$ cat config.mk
export PLATFORM = sky130hd
export DESIGN_NAME = shp_queue
export DESIGN_NICKNAME = d
export VERILOG_FILES = /design/src/shp_pkg.sv /design/src/shp_queue.sv
export SDC_FILE = /design/constraint.sdc
export NUM_CORES = 1
export LEC_CHECK = 0
export ABC_AREA = 1
export BUFFER_PORTS_ARGS = -buffer_cell sky130_fd_sc_hd__buf_4
export CORE_UTILIZATION = 33
export CTS_BUF_LIST = sky130_fd_sc_hd__clkbuf_4 sky130_fd_sc_hd__clkbuf_8
export DETAILED_ROUTE_END_ITERATION = 8
export GPL_TIMING_DRIVEN = 0
export HOLD_SLACK_MARGIN = 0.06
export MAX_ROUTING_LAYER = met4
export PLACE_DENSITY_LB_ADDON = 0.25
export SLEW_MARGIN = 20
export SYNTH_ARGS = -nofsm -noshare
export SYNTH_HDL_FRONTEND = slang
export SYNTH_SLANG_ARGS = --single-unit
$ cat constraint.sdc
create_clock -name clk -period 4.2 [get_ports clk]
set_input_delay 0 -clock clk [delete_from_list [all_inputs] [get_ports clk]]
set_output_delay 0 -clock clk [all_outputs]
set_load 0.05 [all_outputs]
$ cat src/shp_pkg.sv
// Shared types and constants for the 3x3 sharpen stream block.
// No dependencies; every other file but shp_stream_if imports this package.
package shp_pkg;

	typedef logic [23:0] pix_t;

	// channel payloads
	typedef struct packed {
		logic [7:0] in_ch0;
		logic [7:0] in_ch1;
		logic [7:0] in_ch2;
	} in_item_t;

	typedef struct packed {
		logic [7:0]  out_ch0;
		logic [7:0]  out_ch1;
		logic [7:0]  out_ch2;
		logic [15:0] out_row;
		logic [10:0] out_col;
		logic        last;
	} out_item_t;

	// one classified item as it travels from front to back
	typedef struct packed {
		pix_t        up;
		pix_t        left;
		pix_t        ctr;
		pix_t        right;
		pix_t        down;
		logic [15:0] row;
		logic [10:0] col;
		logic        interior;
		logic        dual;
		logic        gray;
	} work_t;

	typedef enum logic [1:0] {
		REG_IMAGE_WIDTH  = 2'd0,
		REG_IMAGE_HEIGHT = 2'd1,
		REG_CHANNEL_MODE = 2'd2
	} cfg_reg_t;

	localparam int CFG_DW = 16;
	localparam logic [11:0] WIDTH_RESET  = 12'd640;
	localparam logic [15:0] HEIGHT_RESET = 16'd480;
	localparam logic        MODE_RESET   = 1'b1;

	// front-to-back queue
	localparam int QDEPTH = 4;
	localparam int QAW    = $clog2(QDEPTH);
	localparam int QCW    = $clog2(QDEPTH + 1);

endpackage

$ cat src/shp_queue.sv
// Short FIFO of classified items between front and back.
// Depends on shp_pkg; the front never pushes when the queue is full.
module shp_queue import shp_pkg::*; (
	input  logic           clk,
	input  logic           arst_n,
	input  logic           push,
	input  work_t          push_item,
	input  logic           pop,
	output work_t          head,
	output logic           not_empty,
	output logic [QCW-1:0] count
);

	work_t          entries_q [QDEPTH];
	logic [QAW-1:0] wr_q;
	logic [QAW-1:0] rd_q;
	logic [QCW-1:0] count_q;

	always_ff @(posedge clk or negedge arst_n) begin
		if (!arst_n) begin
			wr_q    <= '0;
			rd_q    <= '0;
			count_q <= '0;
		end else begin
			if (push) begin
				wr_q <= wr_q + QAW'(1);
			end
			if (pop) begin
				rd_q <= rd_q + QAW'(1);
			end
			if (push && !pop) begin
				count_q <= count_q + QCW'(1);
			end else if (pop && !push) begin
				count_q <= count_q - QCW'(1);
			end
		end
	end

	always_ff @(posedge clk) begin
		if (push) begin
			entries_q[wr_q] <= push_item;
		end
	end

	assign head      = entries_q[rd_q];
	assign not_empty = count_q != '0;
	assign count     = count_q;

endmodule

==> impl_metrics.py, run 1 <==
metrics = {
    "clock_tree": {
        "cts_buffer_depth": 3,
        "cts_resized": 0,
        "clkLatencyLatePin_ns": 0.67,
        "numCtsBuffers": 102,
        "postCtsSetupBuffers": 0,
        "clk_pin_slew_worst_paths_ns": 0.06,
        "cts_hold_buf": 293,
        "cts-root-buf": "clkbuf_8",
        "tritoncts": "done",
        "clock_sinks": 607,
        "cts_max_level": 3,
    },
    "power": {
        "p_per_area_nw_per_um2": 783,
        "total_power_uw": 25800,
        "p_leak_uw": 0.0132,
        "vdd_drop_max_v": 0.000718,
    },
    "floorplan": {
        "die-area_um2": 74900,
        "core_um2": 73000,
        "num_io_pins": 308,
        "die_w_um": 274,
        "start_util_pct": 33.4,
        "die_h_um": 274,
        "rows": 99,
    },
    "synth": {
        "synth_warnings": 0,
        "netlist-cell-type-count": 19,
        "synth-seq-area-share_pct": 74.7,
        "syn_nets": 1958,
        "netlist_area_um2": 24300,
        "ys_seq_elements": 607,
        "syn_avg_cell_area_um2": 13.5,
        "synth_cells": 1798,
    },
    "placed_design": {
        "routabilityCongestion": 0.755,
        "portBuffers": 307,
        "placed_cells": 3071,
        "hpwl_um": 38400,
        "place_area_um2": 28100,
    },
    "sta": {
        "worst_pin_slew_ns": 0.686,
        "period_share_pct": 55.6,
        "finalHoldViolCount": 0,
        "fin_tns_setup_ns": 0,
        "setup_viol": 0,
        "fmax_ghz": 0.428,
        "period_needed_ns": 2.34,
        "rsz0062_at_grt": "no",
        "slew_violations": 0,
        "fin_skew_ns": 0.0305,
        "relSlewSlack_pct": 54.2,
    },
    "cells_and_area": {
        "fin_area_um2": 33000,
        "final_cells": 3550,
        "drive_above_1_share_pct": 22.1,
        "area_delta_synth_final_pct": 35.5,
        "fin_nets": 2669,
        "final_common_cell": "edfxtp_1",
        "final_cell_mix": "600 x edfxtp_1, 464 x nand2_1, 327 x buf_4, 307 x inv_1, 300 x o211ai_1",
        "final_util_pct": 45.2,
    },
    "hold_path": {
        "hold_path_end": "entries_q[2][137]",
        "worst_hold_startpoint": "push_item[137]",
        "hold_class": "input port to register",
        "hold_depth": 2,
    },
    "route": {
        "routedWlPerCell_um": 18.2,
        "drtIter0Drc": 914,
        "vias": 16300,
        "drt-pass1-iter-count": 5,
        "routed_wl_um": 64600,
        "drc_errors": 0,
        "postRouteAntennaNets": 0,
        "viasPerCell": 4.58,
    },
    "worst_setup_path": {
        "path_depth": 6,
        "path_class": "register to primary output",
        "endpoint_kind": "primary output",
        "cp_slowest_cell": "dfrtp_1",
        "worstPathArrival_ns": 2.34,
        "timing.rr.end": "entries_q[2][58]",
        "timing.critical_path.slowest_cell_delay_ns": 0.32,
        "r2r_start": "wr_q[0]",
        "rr_worst_depth": 5,
        "cp_num_buf_inv": 4,
        "path_cells": "buf_4 -> buf_4 -> buf_2 -> o211ai_1 -> nand2_1 -> buf_4",
        "crit_path_frequent_cell": "buf_4",
        "r2r_setup_slack_ns": 1.99,
        "cp_data_required_time_ns": 4.20,
        "cp_max_fo": 11,
        "startpoint_type": "register",
        "cp_top_family": "buffers and inverters",
    },
    "grt": {
        "grt_overflow": 0,
        "antenna_found_initial": 3,
        "grt_pass1_wl_um": 96900,
        "grt.total_usage_pct": 17.5,
        "grt_max_degree": 78,
        "grt_pass1_vias": 16800,
    },
    "job": {
        "drv_cap": 0,
    },
    "status": {
        "status": "complete, no violations",
    },
}
==> worst max-delay path by stage <==
stage,from,endpoint,slack [ns]
floorplan,wr_q[0],entries_q[0][0],0.12
global placement,wr_q[1],entries_q[1][52],-2.82
detailed placement,wr_q[0],entries_q[2][52],1.98
CTS,rd_q[1],head[92],1.75
global route,rd_q[1],head[91],1.70
finish,rd_q[1],head[92],1.86
==> layer usage <==
layer	share of wire, %	global-route usage, %	vias up
li1	-	-	7737
met1	41	20.8	7994
met2	52	29.9	437
met3	5.6	3.13	88
met4	1.9	5.88	0
met5	0	-	-
==> state kept, by name (all words and copies together), names as in the netlist <==
register and count:
rd_q 2, entries_q 600, count 3, wr_q 2
==> per-stage QoR <==
step / setup WS (ns) / hold slack (ns)
CTS: 1.75 / 0.0614
global route: 1.70 / 0.0971
finish: 1.86 / 0.132
floorplan: 0.116 / -0.296
global placement: -2.82 / -0.178
detailed placement: 1.98 / -0.173
==> cell usage after synthesis, drive strengths merged <==
| cell type | number | area (um^2) |
|---|---|---|
| clkbuf | 7 | 30.0 |
| nor2 | 1 | 3.75 |
| o21ai | 1 | 5.00 |
| nand4 | 1 | 6.26 |
| fa | 1 | 20.0 |
| edfxtp | 600 | 18000 |
| nand2 | 464 | 1740 |
| inv | 312 | 1170 |
| xor2 | 3 | 26.3 |
| buf | 94 | 821 |
| xnor2 | 1 | 8.76 |
| o211ai | 300 | 2250 |
| ha | 5 | 62.6 |
| dfrtp | 7 | 175 |
| nand3 | 1 | 5.00 |
==> report_power, final <==
group          internal [uW]  switching (uW)
registers               7920             243
logic                   3620            8960
clock network           2770            2310
total                  14300           11500
==> kinds of logic (layout without fill, tap and decap cells) <==
| kind of cell | Yosys count | count (layout) | synth area share [%] |
|---|---|---|---|
| and+or+nand+nor | 467 | 467 | 7.21 |
| AOI/OAI and AO/OA | 301 | 301 | 9.27 |
| DFF | 607 | 607 | 74.7 |
| adders and majority gates | 6 | 6 | 0.339 |
| xor gates and xnor gates | 4 | 4 | 0.144 |
| buffers and inverters | 413 | 1201 | 8.31 |
| other | 0 | 5 | 0 |
==> cell type report <==
type,instances,area [um^2]
sequential,607,18200
multi-input combinational,778,4130
inverter,312,1200
clock inverter,43,279
tap,959,1200
antenna,5,12.5
fill,6561,40000
buffer,101,851
clock buffer,138,1680
timing repair buffer,607,5430
Note: power is estimated with default switching activity, not from simulation.
==> inputs of run 2 (changes only) <==
ABC_AREA = 0   (was 1)
clock period = 2.28 ns   (was 4.2 ns; I/O delays follow)
==> impl_metrics.py, run 2 <==
metrics = {
    "grt": {
        "grt_max_degree": 43,
        "grt_pass1_vias": 12500,
        "grt_overflow": 0,
        "grt.total_usage_pct": 15.2,
        "antenna_found_initial": 2,
        "grt_pass1_wl_um": 74200,
    },
    "sta": {
        "period_share_pct": 99.9,
        "rsz0062_at_grt": "yes",
        "fmax_ghz": 0.439,
        "finalHoldViolCount": 0,
        "relSlewSlack_pct": 64.2,
        "whs_ns": 0.134,
        "setup_viol": 0,
        "worst_pin_slew_ns": 0.538,
        "fin_tns_setup_ns": 0,
        "slew_violations": 0,
        "fin_skew_ns": 0.0151,
        "period_needed_ns": 2.28,
        "worst_slack_ns": 0.00124,
    },
    "synth": {
        "synth_ff_type": "edfxtp_1",
        "syn_avg_cell_area_um2": 26.9,
        "netlist_area_um2": 22000,
        "synth_edf_count": 600,
        "synth_top_area_share_pct": 81.9,
        "async_flop_share_pct": 1.15,
        "synth_cells": 817,
        "synth.area.top_cells": "edfxtp_1 82%, mux4_2 15%, dfrtp_1 0.80%",
        "ys_seq_elements": 607,
        "yosysTopAreaCell": "edfxtp_1",
        "syn_nets": 977,
        "yosysMostFrequentCell": "edfxtp_1",
        "ys_top_cells_by_count": "600 x edfxtp_1, 150 x mux4_2, 18 x buf_2, 10 x buf_6, 7 x dfrtp_1",
        "synth-seq-area-share_pct": 82.7,
        "synth_warnings": 0,
        "netlist-cell-type-count": 17,
    },
    "clock_tree": {
        "cts-root-buf": "clkbuf_8",
        "clk_pin_slew_worst_paths_ns": 0.06,
        "numCtsBuffers": 102,
        "cts_max_level": 3,
        "clock_sinks": 607,
        "tritoncts": "done",
        "clkLatencyLatePin_ns": 0.68,
        "cts_buffer_depth": 3,
    },
    "worst_setup_path": {
        "cp_slowest_cell": "mux4_2",
        "cp_max_fo": 9,
        "timing.critical_path.slowest_cell_delay_ns": 0.54,
        "crit_path_frequent_cell": "buf_12",
        "worstPathArrival_ns": 2.28,
        "path_cells": "buf_12 -> buf_12 -> buf_12 -> mux4_2 -> buf_6",
        "endpoint_kind": "primary output",
        "path_class": "register to primary output",
        "cp_data_required_time_ns": 2.28,
        "startpoint_type": "register",
    },
    "floorplan": {
        "start_util_pct": 33.4,
        "die-area_um2": 67700,
        "die_w_um": 260,
        "core_um2": 65900,
        "num_io_pins": 308,
        "die_h_um": 260,
        "rows": 94,
    },
    "cells_and_area": {
        "final_util_pct": 48.1,
        "final_cell_mix": "600 x edfxtp_1, 306 x dlygate4sd3_1, 199 x buf_4, 150 x mux4_2, 120 x buf_6",
        "largest_register": "entries_q",
        "drive_above_1_share_pct": 41.4,
        "largest_register_ffs": 600,
        "fin_nets": 1722,
        "fin_area_um2": 31700,
        "final_common_cell": "edfxtp_1",
        "fillers": 5547,
        "area_delta_synth_final_pct": 43.9,
    },
    "route": {
        "postRouteAntennaNets": 0,
        "routedWlPerCell_um": 19.9,
        "routed_wl_um": 49700,
        "viasPerCell": 4.53,
        "drc_errors": 0,
        "vias": 11300,
        "drtIter0Drc": 493,
        "drt-pass1-iter-count": 4,
    },
    "placed_design": {
        "routabilityCongestion": 0.696,
        "place_area_um2": 25800,
        "hpwl_um": 29100,
        "portBuffers": 307,
        "post-place-ws_ns": 0.0213,
    },
    "status": {
        "status": "complete, no violations",
    },
    "power": {
        "p_per_area_nw_per_um2": 1390,
        "vdd_drop_max_v": 0.000934,
        "p_leak_uw": 0.0111,
    },
    "job": {
        "drv_cap": 0,
    },
    "hold_path": {
        "hold_class": "input port to register",
    },
}
[run 2: logic make-up (layout without fill, tap and decap cells)]
| family | after synthesis | after routing | synth area share (%) |
|---|---|---|---|
| DFF | 607 | 607 | 82.7 |
| other | 0 | 2 | 0 |
| adders and majority gates | 6 | 6 | 0.375 |
| AOI/OAI and AO/OA | 1 | 1 | 0.0227 |
| buffers and inverters | 38 | 860 | 1.09 |
| and+or+nand+nor | 8 | 8 | 0.193 |
| xor gates and xnor gates | 6 | 6 | 0.239 |
| muxes | 151 | 151 | 15.4 |
[run 2: area by class of cell]
type	count	area (um^2)	area share, %
tap	864	1080	3.41
inverter	4	15.0	0.0474
antenna	2	5.00	0.0158
sequential	607	18200	57.5
timing repair buffer	642	6440	20.3
buffer	33	427	1.35
clock buffer	143	1720	5.43
multi-input combinational	172	3580	11.3
clock inverter	38	196	0.620
[run 2: stage by stage]
step	total power, uW	cells
final	44000	2505
after global routing	45800	2505
after CTS	44800	2505
after detailed placement	32900	2004
after global placement	32500	1988
after floorplan	27100	817
[run 2: worst paths after layout]
path,end,start,cells past startpoint,slack (ns)
setup / recovery,head[138],rd_q[0],5,0.001
hold / removal,entries_q[3][95],push_item[95],2,0.13
setup reg to reg,entries_q[1][97],wr_q[1],5,0.19
hold reg to reg,count[2],count[2],1,0.52
max in group asynchronous,rd_q[1],arst_n,3,1.71
min in group asynchronous,wr_q[0],arst_n,3,0.30
[run 2: repair_timing]
action                                 4_1_cts  5_1_grt
endpoints found under the hold margin      700        0
cloned                                       4        2
resized for setup                          195        3
setup endpoints to repair                  153      141
hold buffers                               306        0
setup buffers                               10        0
[run 2: report_power, final]
group          switching, uW  internal [uW]
Sequential               403          14600
Clock                   4190           4950
Combinational          12000           7910
Total                  16600          27400
[run 2: worst max-delay path: cells and delay by family (launching register included)]
family,cells,cell delay (ns)
buffers and inverters,4,0.68
flip-flops,1,0.37
multiplexers,1,0.54
[run 2: per-layer routing]
layer  track usage (%)  vias up  share of wire (%)
met1              18.2     5918                 41
met4              5.05        0                1.7
met2              25.0      282                 51
met5                 -        -                  0
li1                  -     5078                  -
met3              3.87       71                5.6
