File: config.mk
export PLATFORM = sky130hd
export DESIGN_NAME = shp_back_flat
export DESIGN_NICKNAME = d
export VERILOG_FILES = /design/src/shp_pkg.sv /design/src/shp_stream_if.sv /design/src/shp_back.sv /design/src/flat_wrapper.sv
export SDC_FILE = /design/constraint.sdc
export NUM_CORES = 1
export LEC_CHECK = 0
export ABC_AREA = 0
export CAP_MARGIN = 20
export CORE_AREA = 8 8 55 57
export CTS_BUF_LIST = sky130_fd_sc_hd__clkbuf_8
export CTS_CLUSTER_SIZE = 24
export DETAILED_ROUTE_END_ITERATION = 8
export DIE_AREA = 0 0 63 65
export DONT_BUFFER_PORTS = 1
export PLACE_DENSITY = 0.3
export SETUP_SLACK_MARGIN = 0.02
export SYNTH_ARGS = -nofsm -noshare
export SYNTH_HDL_FRONTEND = slang
export SYNTH_SLANG_ARGS = --single-unit
export TNS_END_PERCENT = 10
File: constraint.sdc
create_clock -name clk -period 1.16 [get_ports clk]
set_clock_uncertainty 0.05 [all_clocks]
set_input_delay 0.232 -clock clk [delete_from_list [all_inputs] [get_ports clk]]
set_output_delay 0.232 -clock clk [all_outputs]
set_load 0.01 [all_outputs]
File: src/shp_pkg.sv
// Shared types and constants for the 3x3 sharpen stream block.
// No dependencies; every other file but shp_stream_if imports this package.
package shp_pkg;

	typedef logic [23:0] pix_t;

	// channel payloads
	typedef struct packed {
		logic [7:0] in_ch0;
		logic [7:0] in_ch1;
		logic [7:0] in_ch2;
	} in_item_t;

	typedef struct packed {
		logic [7:0]  out_ch0;
		logic [7:0]  out_ch1;
		logic [7:0]  out_ch2;
		logic [15:0] out_row;
		logic [10:0] out_col;
		logic        last;
	} out_item_t;

	// one classified item as it travels from front to back
	typedef struct packed {
		pix_t        up;
		pix_t        left;
		pix_t        ctr;
		pix_t        right;
		pix_t        down;
		logic [15:0] row;
		logic [10:0] col;
		logic        interior;
		logic        dual;
		logic        gray;
	} work_t;

	typedef enum logic [1:0] {
		REG_IMAGE_WIDTH  = 2'd0,
		REG_IMAGE_HEIGHT = 2'd1,
		REG_CHANNEL_MODE = 2'd2
	} cfg_reg_t;

	localparam int CFG_DW = 16;
	localparam logic [11:0] WIDTH_RESET  = 12'd640;
	localparam logic [15:0] HEIGHT_RESET = 16'd480;
	localparam logic        MODE_RESET   = 1'b1;

	// front-to-back queue
	localparam int QDEPTH = 4;
	localparam int QAW    = $clog2(QDEPTH);
	localparam int QCW    = $clog2(QDEPTH + 1);

endpackage

File: src/shp_stream_if.sv
// Valid/ready stream channel carrying one payload of type T per transfer.
// No dependencies; the payload type is supplied by the instantiating code.
interface shp_stream_if #(parameter type T = logic) ();
	logic valid;
	logic ready;
	T     data;

	modport source (output valid, output data, input ready);
	modport sink   (input valid, input data, output ready);
endinterface

File: src/shp_back.sv
// Back end: computes the sharpen kernel for the queue head and drives the
// result register; a last-row item also emits its zero border pixel.
// Depends on shp_pkg and shp_stream_if.
module shp_back import shp_pkg::*; (
	input  logic         clk,
	input  logic         arst_n,
	input  work_t        head,
	input  logic         not_empty,
	output logic         pop,
	shp_stream_if.source result
);

	logic      out_valid_q;
	logic      second_q;
	out_item_t out_q;
	logic      load;
	logic [7:0] k0;
	logic [7:0] k1;
	logic [7:0] k2;

	// 5*ctr - left - right - up - down, clamped to a byte
	function automatic logic [7:0] sharpen(input logic [7:0] ctr, input logic [7:0] lf,
		input logic [7:0] rt, input logic [7:0] up, input logic [7:0] dn);
		logic [10:0] gain;
		logic [9:0]  loss;
		logic [11:0] diff;
		logic [7:0]  res;
		gain = {1'b0, ctr, 2'b00} + 11'(ctr);
		loss = 10'(lf) + 10'(rt) + 10'(up) + 10'(dn);
		diff = 12'(gain) - 12'(loss);
		if (diff[11]) begin
			res = 8'd0;
		end else if (diff > 12'd255) begin
			res = 8'd255;
		end else begin
			res = diff[7:0];
		end
		return res;
	endfunction

	assign k0 = sharpen(head.ctr[7:0], head.left[7:0], head.right[7:0],
		head.up[7:0], head.down[7:0]);
	assign k1 = sharpen(head.ctr[15:8], head.left[15:8], head.right[15:8],
		head.up[15:8], head.down[15:8]);
	assign k2 = sharpen(head.ctr[23:16], head.left[23:16], head.right[23:16],
		head.up[23:16], head.down[23:16]);

	assign load = !out_valid_q || result.ready;
	// a dual item stays at the head until its border pixel is loaded into the result register
	assign pop  = load && not_empty && (second_q || !head.dual);

	always_ff @(posedge clk or negedge arst_n) begin
		if (!arst_n) begin
			out_valid_q <= 1'b0;
			second_q    <= 1'b0;
		end else if (load) begin
			out_valid_q <= not_empty;
			if (not_empty) begin
				second_q <= second_q ? 1'b0 : head.dual;
			end
		end
	end

	always_ff @(posedge clk) begin
		if (load && not_empty) begin
			out_q.out_col <= head.col;
			if (second_q) begin
				out_q.out_ch0 <= 8'd0;
				out_q.out_ch1 <= 8'd0;
				out_q.out_ch2 <= 8'd0;
				out_q.out_row <= head.row + 16'd1;
				out_q.last    <= 1'b1;
			end else begin
				out_q.out_ch0 <= head.interior ? k0 : 8'd0;
				out_q.out_ch1 <= (head.interior && !head.gray) ? k1 : 8'd0;
				out_q.out_ch2 <= (head.interior && !head.gray) ? k2 : 8'd0;
				out_q.out_row <= head.row;
				out_q.last    <= !head.dual;
			end
		end
	end

	assign result.valid = out_valid_q;
	assign result.data  = out_q;

endmodule

File: src/flat_wrapper.sv
// flat-port wrapper written by rule: the top's interface ports become plain ports
module shp_back_flat import shp_pkg::*;
  (clk, arst_n, head, not_empty, pop, result_valid, result_data, result_ready);
  shp_stream_if result_i ();
  input  logic clk;
  input  logic arst_n;
  input  work_t head;
  input  logic not_empty;
  output logic pop;
  output wire logic [$bits(result_i.valid)-1:0] result_valid;
  output wire logic [$bits(result_i.data)-1:0] result_data;
  input wire logic [$bits(result_i.ready)-1:0] result_ready;
  assign result_valid = result_i.valid;
  assign result_data = result_i.data;
  assign result_i.ready = result_ready;
  shp_back u_core (.clk(clk), .arst_n(arst_n), .head(head), .not_empty(not_empty), .pop(pop), .result(result_i));
endmodule
==> impl_metrics.toml, run 1 <==
[status]
status = "finished clean"

[synth]
yosysUniqueCellTypes = 9
synth.mux.area_fraction_pct = 10.3
yosysTopAreaCellShare_pct = 34.5
synth-seq-area-share_pct = 55.2
synthSimpleGateAreaFrac_pct = 29.3
synthAdderAreaFrac_pct = 0
synth_area_leader_cell = "dfrtp_1"
synth_compound_area_share_pct = 0
synth-seq-cells = 3
synthCells = 11
synth_area_leaders = "dfrtp_1, edfxtp_1, mux2_4, nand2b_4, nand2_4"
ys_warn_count = 0
synthesis.nets = 165
synth_top_family_by_area = "simple AND/OR/NAND/NOR gates"
netlist_area_um2 = 145
syn_avg_cell_area_um2 = 13.2
synth-xor-area-share_pct = 0

[power_and_ir_drop]
intPower_mw = 0.387
seq_power_share_pct = 28.3
leakagePower_nw = 0.122
p_total_mw = 0.496
power_switching_mw = 0.109
clkPwrFrac_pct = 59.4
pwr-share-comb_pct = 12.3
switching_share_pct = 21.9
ir_drop_mv = 0.484
p_per_area_mw_per_mm2 = 1870

[global_routing]
grt_pass1_wl_um = 703
overflow = 0
grt_pass1_vias = 154
antenna_found_initial = 0
grt_max_degree = 4
track_usage_pct = 2.62

[final_layout]
area_growth_pct = 82.8
antennaDiodeCount = 0
drive_gt1_share_pct = 55.6
final_cell_area_um2 = 265
final_util_pct = 12.3
nets = 173

[placement]
gp_congestion = 0.619
pre_cts_slack_ps = 127
dpl.hpwl_um = 297
place_area_um2 = 188
port_buffers = 0

[route]
drtPass1Iterations = 2
ant_nets = 0
drt-total-wl_um = 395
via_count = 101
drt_iter0_drc = 2
drcViolationCount = 0
routedWlPerCell_um = 8.59
routed_via_density = 2.20

[clock_tree]
clockBufferDepth = 2
numClockSinks = 3
tritoncts = "done"
cts-htree-levels = 1
numCtsBuffers = 3
cts-root-buf = "clkbuf_8"
clkLatencyLatePin_ps = 210
path_clk_slew_ps = 30

[sta]
slew_viol_final = 0
rsz0062_at_grt = "true"
hold_violations = 0
tightest_slew_ps = 139
fin_crit_sh_pct = 99.7
fmax_mhz = 865
relSlewSlack_pct = 90.7
min_period_ps = 1160
setup_viol = 0
worst_slack_ps = 3.59
holdWs_ps = 74.1

[floorplanning]
io_pins = 157
die-area_mm2 = 0.00410
die_h_um = 65
die-width_um = 63
start_util_pct = 6.76
design.core.area_mm2 = 0.00215
rows = 17

[worst_setup_path]
worst_setup_path_end_kind = "output port"
cp.arrival_ps = 870
start_kind = "flop"
required_ps = 880
cp_max_fo = 3
path_class = "flop to output port"

[run]
max_cap_violations = 0

[hold_path]
min_path_type = "primary input to flop"
## sequential cells by signal, summed over array words and instances, names as in the netlist
| register | cells |
|---|---|
| u_core.second_q | 1 |
| u_core.result.valid | 1 |
| u_core.result.data | 1 |
## power groups by stage
stage	combinational (mW)	sequential [mW]	clock, mW
2_1_floorplan	0.0341	0.136	0
3_3_place_gp	0.0422	0.137	0
3_5_place_dp	0.0430	0.138	0
4_1_cts	0.0611	0.141	0.303
5_1_grt	0.0674	0.144	0.320
6_report	0.0609	0.140	0.294
## metal layers
metal	wire (um)	GRT usage (%)	up-vias
met4	19	4.27	0
met3	43	1.55	2
li1	-	-	46
met2	185	3.59	9
met1	147	2.14	44
met5	0	0	-
## through the flow
stage	TNS, ps	cells
final	0	46
after global routing	-55.3	46
after CTS	-0.861	46
after detailed placement	0	40
after global placement	0	40
after floorplan	0	11
## cells in the final DEF (no fill, tap or decap)
cell type	n
or2b_1	1
clkbuf_8	3
edfxtp_1	1
dfrtp_1	2
nand2b_4	1
nor2_4	1
inv_1	3
mux2_4	1
nor2b_4	1
dlygate4sd3_1	1
nand2_4	1
buf_4	2
## synthesized netlist by cell type
cell and instances:
nor2b_1 1, nor2_1 1, mux2_4 1, or2b_1 1, inv_1 2, nand2_4 1, nand2b_4 1, edfxtp_1 1
dfrtp_1 2
## path summary, 6_finish.rpt
kind / from / to / slack, ps / cells past startpoint
worst max-delay path: u_core.result.valid$_DFFE_PN0P_ / pop / 4 / 3
worst min-delay path: not_empty / u_core.result.valid$_DFFE_PN0P_ / 70 / 1
worst max register to register: u_core.result.valid$_DFFE_PN0P_ / u_core.second_q$_DFFE_PN0P_ / 30 / 4
worst min register to register: u_core.second_q$_DFFE_PN0P_ / u_core.second_q$_DFFE_PN0P_ / 520 / 1
max in group asynchronous: arst_n / u_core.second_q$_DFFE_PN0P_ / 710 / 1
min in group asynchronous: arst_n / u_core.result.valid$_DFFE_PN0P_ / 210 / 1
## worst max-delay path, stage by stage, from the launching register on
cell	delay, ps
dfrtp_1	400
nand2b_4	90
nand2_4	60
nor2_4	110
## area by class of cell
type / instances / area (um^2)
Fill cell: 240 / 1880
Multi-Input combinational cell: 6 / 72.6
Clock inverter: 1 / 3.75
Timing Repair Buffer: 3 / 25.0
Sequential cell: 3 / 80.1
Clock buffer: 3 / 41.3
Inverter: 2 / 7.51
Tap cell: 28 / 35.0
## cell families (layout without fill, tap and decap cells)
group                  count (synthesis)  count (layout)
flip-flops                             3               3
multiplexers                           1               1
AND/OR/NAND/NOR                        5               5
buffers and inverters                  2               9
## what timing repair did
action / in CTS / in global routing
gates resized for setup: 4 / 0
pin swaps: 2 / 0
endpoints found under the hold margin: 2 / 0
setup endpoints to repair: 1 / 2
hold buffers: 1 / 0
buffers inserted: 1 / 0
Power figures use the tool's default switching activity.
==> inputs of run 2 (changes only) <==
- clock period: 1.16 -> 1.3 ns (I/O delays scaled with it)
==> run 2 against run 1 <==
- register-to-register slack improved by 210 ps
- first-iteration DRC count shrank 100%
- design area decreased by 7.1%
- setup slack improved by 64 ps
- non-clock buffer count decreased by 2
- global-route usage fell by 0.43 points
==> impl_metrics.toml, run 2 (same netlist as run 1, synthesis figures left out) <==
[status]
status = "finished clean"

[worst_setup_path]
r2r_start = "u_core.result.valid$_DFFE_PN0P_"
cp.arrival_ps = 920
rr_worst_depth = 3
start_kind = "flop"
cp_max_fo = 3
required_ps = 990
critPathMaxStageDelay_ps = 440
worstPathCellList = "nand2b_4 > nand2_4 > nor2_4"
r2r_slack_ps = 240
r2r-end = "u_core.second_q$_DFFE_PN0P_"
path_class = "flop to output port"
critPathBufInv = 0
worst_setup_path_end_kind = "output port"
slowest_stage = "dfrtp_2"
crit_family = "flip-flops"

[sta]
tightest_slew_ps = 195
hold_violations = 0
setup_viol = 0
rsz0062_at_grt = "false"
fmax_mhz = 812
holdWs_ps = 99.7
worst_slack_ps = 67.7
finalSetupTns_ps = 0
fin_crit_sh_pct = 94.8
slew_viol_final = 0
relSlewSlack_pct = 87.0
min_period_ps = 1230

[route]
routed_via_density = 2.11
via_count = 93
topRoutingLayerUsed = "met3"
ant_nets = 0
routedWlPerCell_um = 8.32
met2_length_um = 178
drt_iter0_drc = 0
drtPass1Iterations = 1
drcViolationCount = 0
route.met3.wl_um = 58
wl_met1_um = 128
drt-total-wl_um = 366

[clock_tree]
tritoncts = "done"
post_cts_buffers = 0
path_clk_slew_ps = 30
numCtsBuffers = 3
cts-htree-levels = 1
clockBufferDepth = 2
clkLatencyLatePin_ps = 210
cts-root-buf = "clkbuf_8"
numClockSinks = 3

[final_layout]
final_cell_mix = "inv_1, clkbuf_8"
antennaDiodeCount = 0
final_cell_area_um2 = 246
final_util_pct = 11.5
finalNonFillerCells = 44
fill_cells = 243
area_growth_pct = 69.8
nets = 171
drive_gt1_share_pct = 56.3

[floorplanning]
io_pins = 157
design.core.area_mm2 = 0.00215
rows = 17
die_h_um = 65
die-width_um = 63
start_util_pct = 6.76
die-area_mm2 = 0.00410

[global_routing]
grt_pass1_vias = 143
track_usage_pct = 2.20
grt_max_degree = 4
antenna_found_initial = 0
overflow = 0
grt_pass1_wl_um = 621

[power_and_ir_drop]
leakagePower_nw = 0.108
p_per_area_mw_per_mm2 = 1740
p_total_mw = 0.428
ir_drop_mv = 0.544

[placement]
port_buffers = 0
place_area_um2 = 180
place_inst = 39
gp_congestion = 0.596
pre_cts_slack_ps = 180

[hold_path]
hp-start = "not_empty"
hold_depth = 1
min_path_type = "primary input to flop"
min_to = "u_core.result.valid$_DFFE_PN0P_"

[run]
max_cap_violations = 0
## run 2: changes by cell type in the layout (fill, tap and decap cells not counted)
cell / previous run / this run
buf_4: 2 / 0
dfrtp_1: 2 / 1
dfrtp_2: 0 / 1
nor2b_2: 0 / 1
nor2b_4: 1 / 0
## run 2: per-layer routing
| metal | GRT usage, % | up-vias |
|---|---|---|
| met5 | 0 | - |
| met4 | 2.56 | 0 |
| met3 | 1.89 | 0 |
| met2 | 3.07 | 7 |
| met1 | 1.75 | 44 |
| li1 | - | 42 |
## run 2: worst reg2reg max path, delay by kind of cell (launching register included)
family / cells / cell delay, ps
and+or+nand+nor: 2 / 170
muxes: 1 / 290
DFF: 1 / 440
## run 2: worst max-delay path by stage
stage | end | from | depth (start not counted)
after floorplan | pop | u_core.result.valid$_DFFE_PN0P_ | 3
final | pop | u_core.result.valid$_DFFE_PN0P_ | 3
after detailed placement | pop | u_core.result.valid$_DFFE_PN0P_ | 3
after CTS | pop | u_core.result.valid$_DFFE_PN0P_ | 3
after global routing | pop | u_core.result.valid$_DFFE_PN0P_ | 3
after global placement | pop | u_core.result.valid$_DFFE_PN0P_ | 3
## run 2: report_power, final
| part | total, mW | switching (mW) | internal (mW) |
|---|---|---|---|
| Sequential | 0.125 | 0.0126 | 0.113 |
| Clock | 0.259 | 0.0580 | 0.201 |
| Combinational | 0.0436 | 0.0194 | 0.0242 |
| Total | 0.428 | 0.0900 | 0.338 |
## run 2: what timing repair did
action                                  CTS  global route
gates resized for setup                   3             1
endpoints found under the setup margin    1             1
hold buffers                              1             0
pin swaps                                 0             1
endpoints found under the hold margin     2             0
## run 2: final cells by class
type	count	area (um^2)	share of cell area, %
clock buffer	3	41.3	16.8
clock inverter	1	3.75	1.52
inverter	2	7.51	3.05
multi-input combinational	6	67.6	27.4
sequential	3	81.3	33.0
tap	28	35.0	14.2
timing repair buffer	1	10.0	4.06
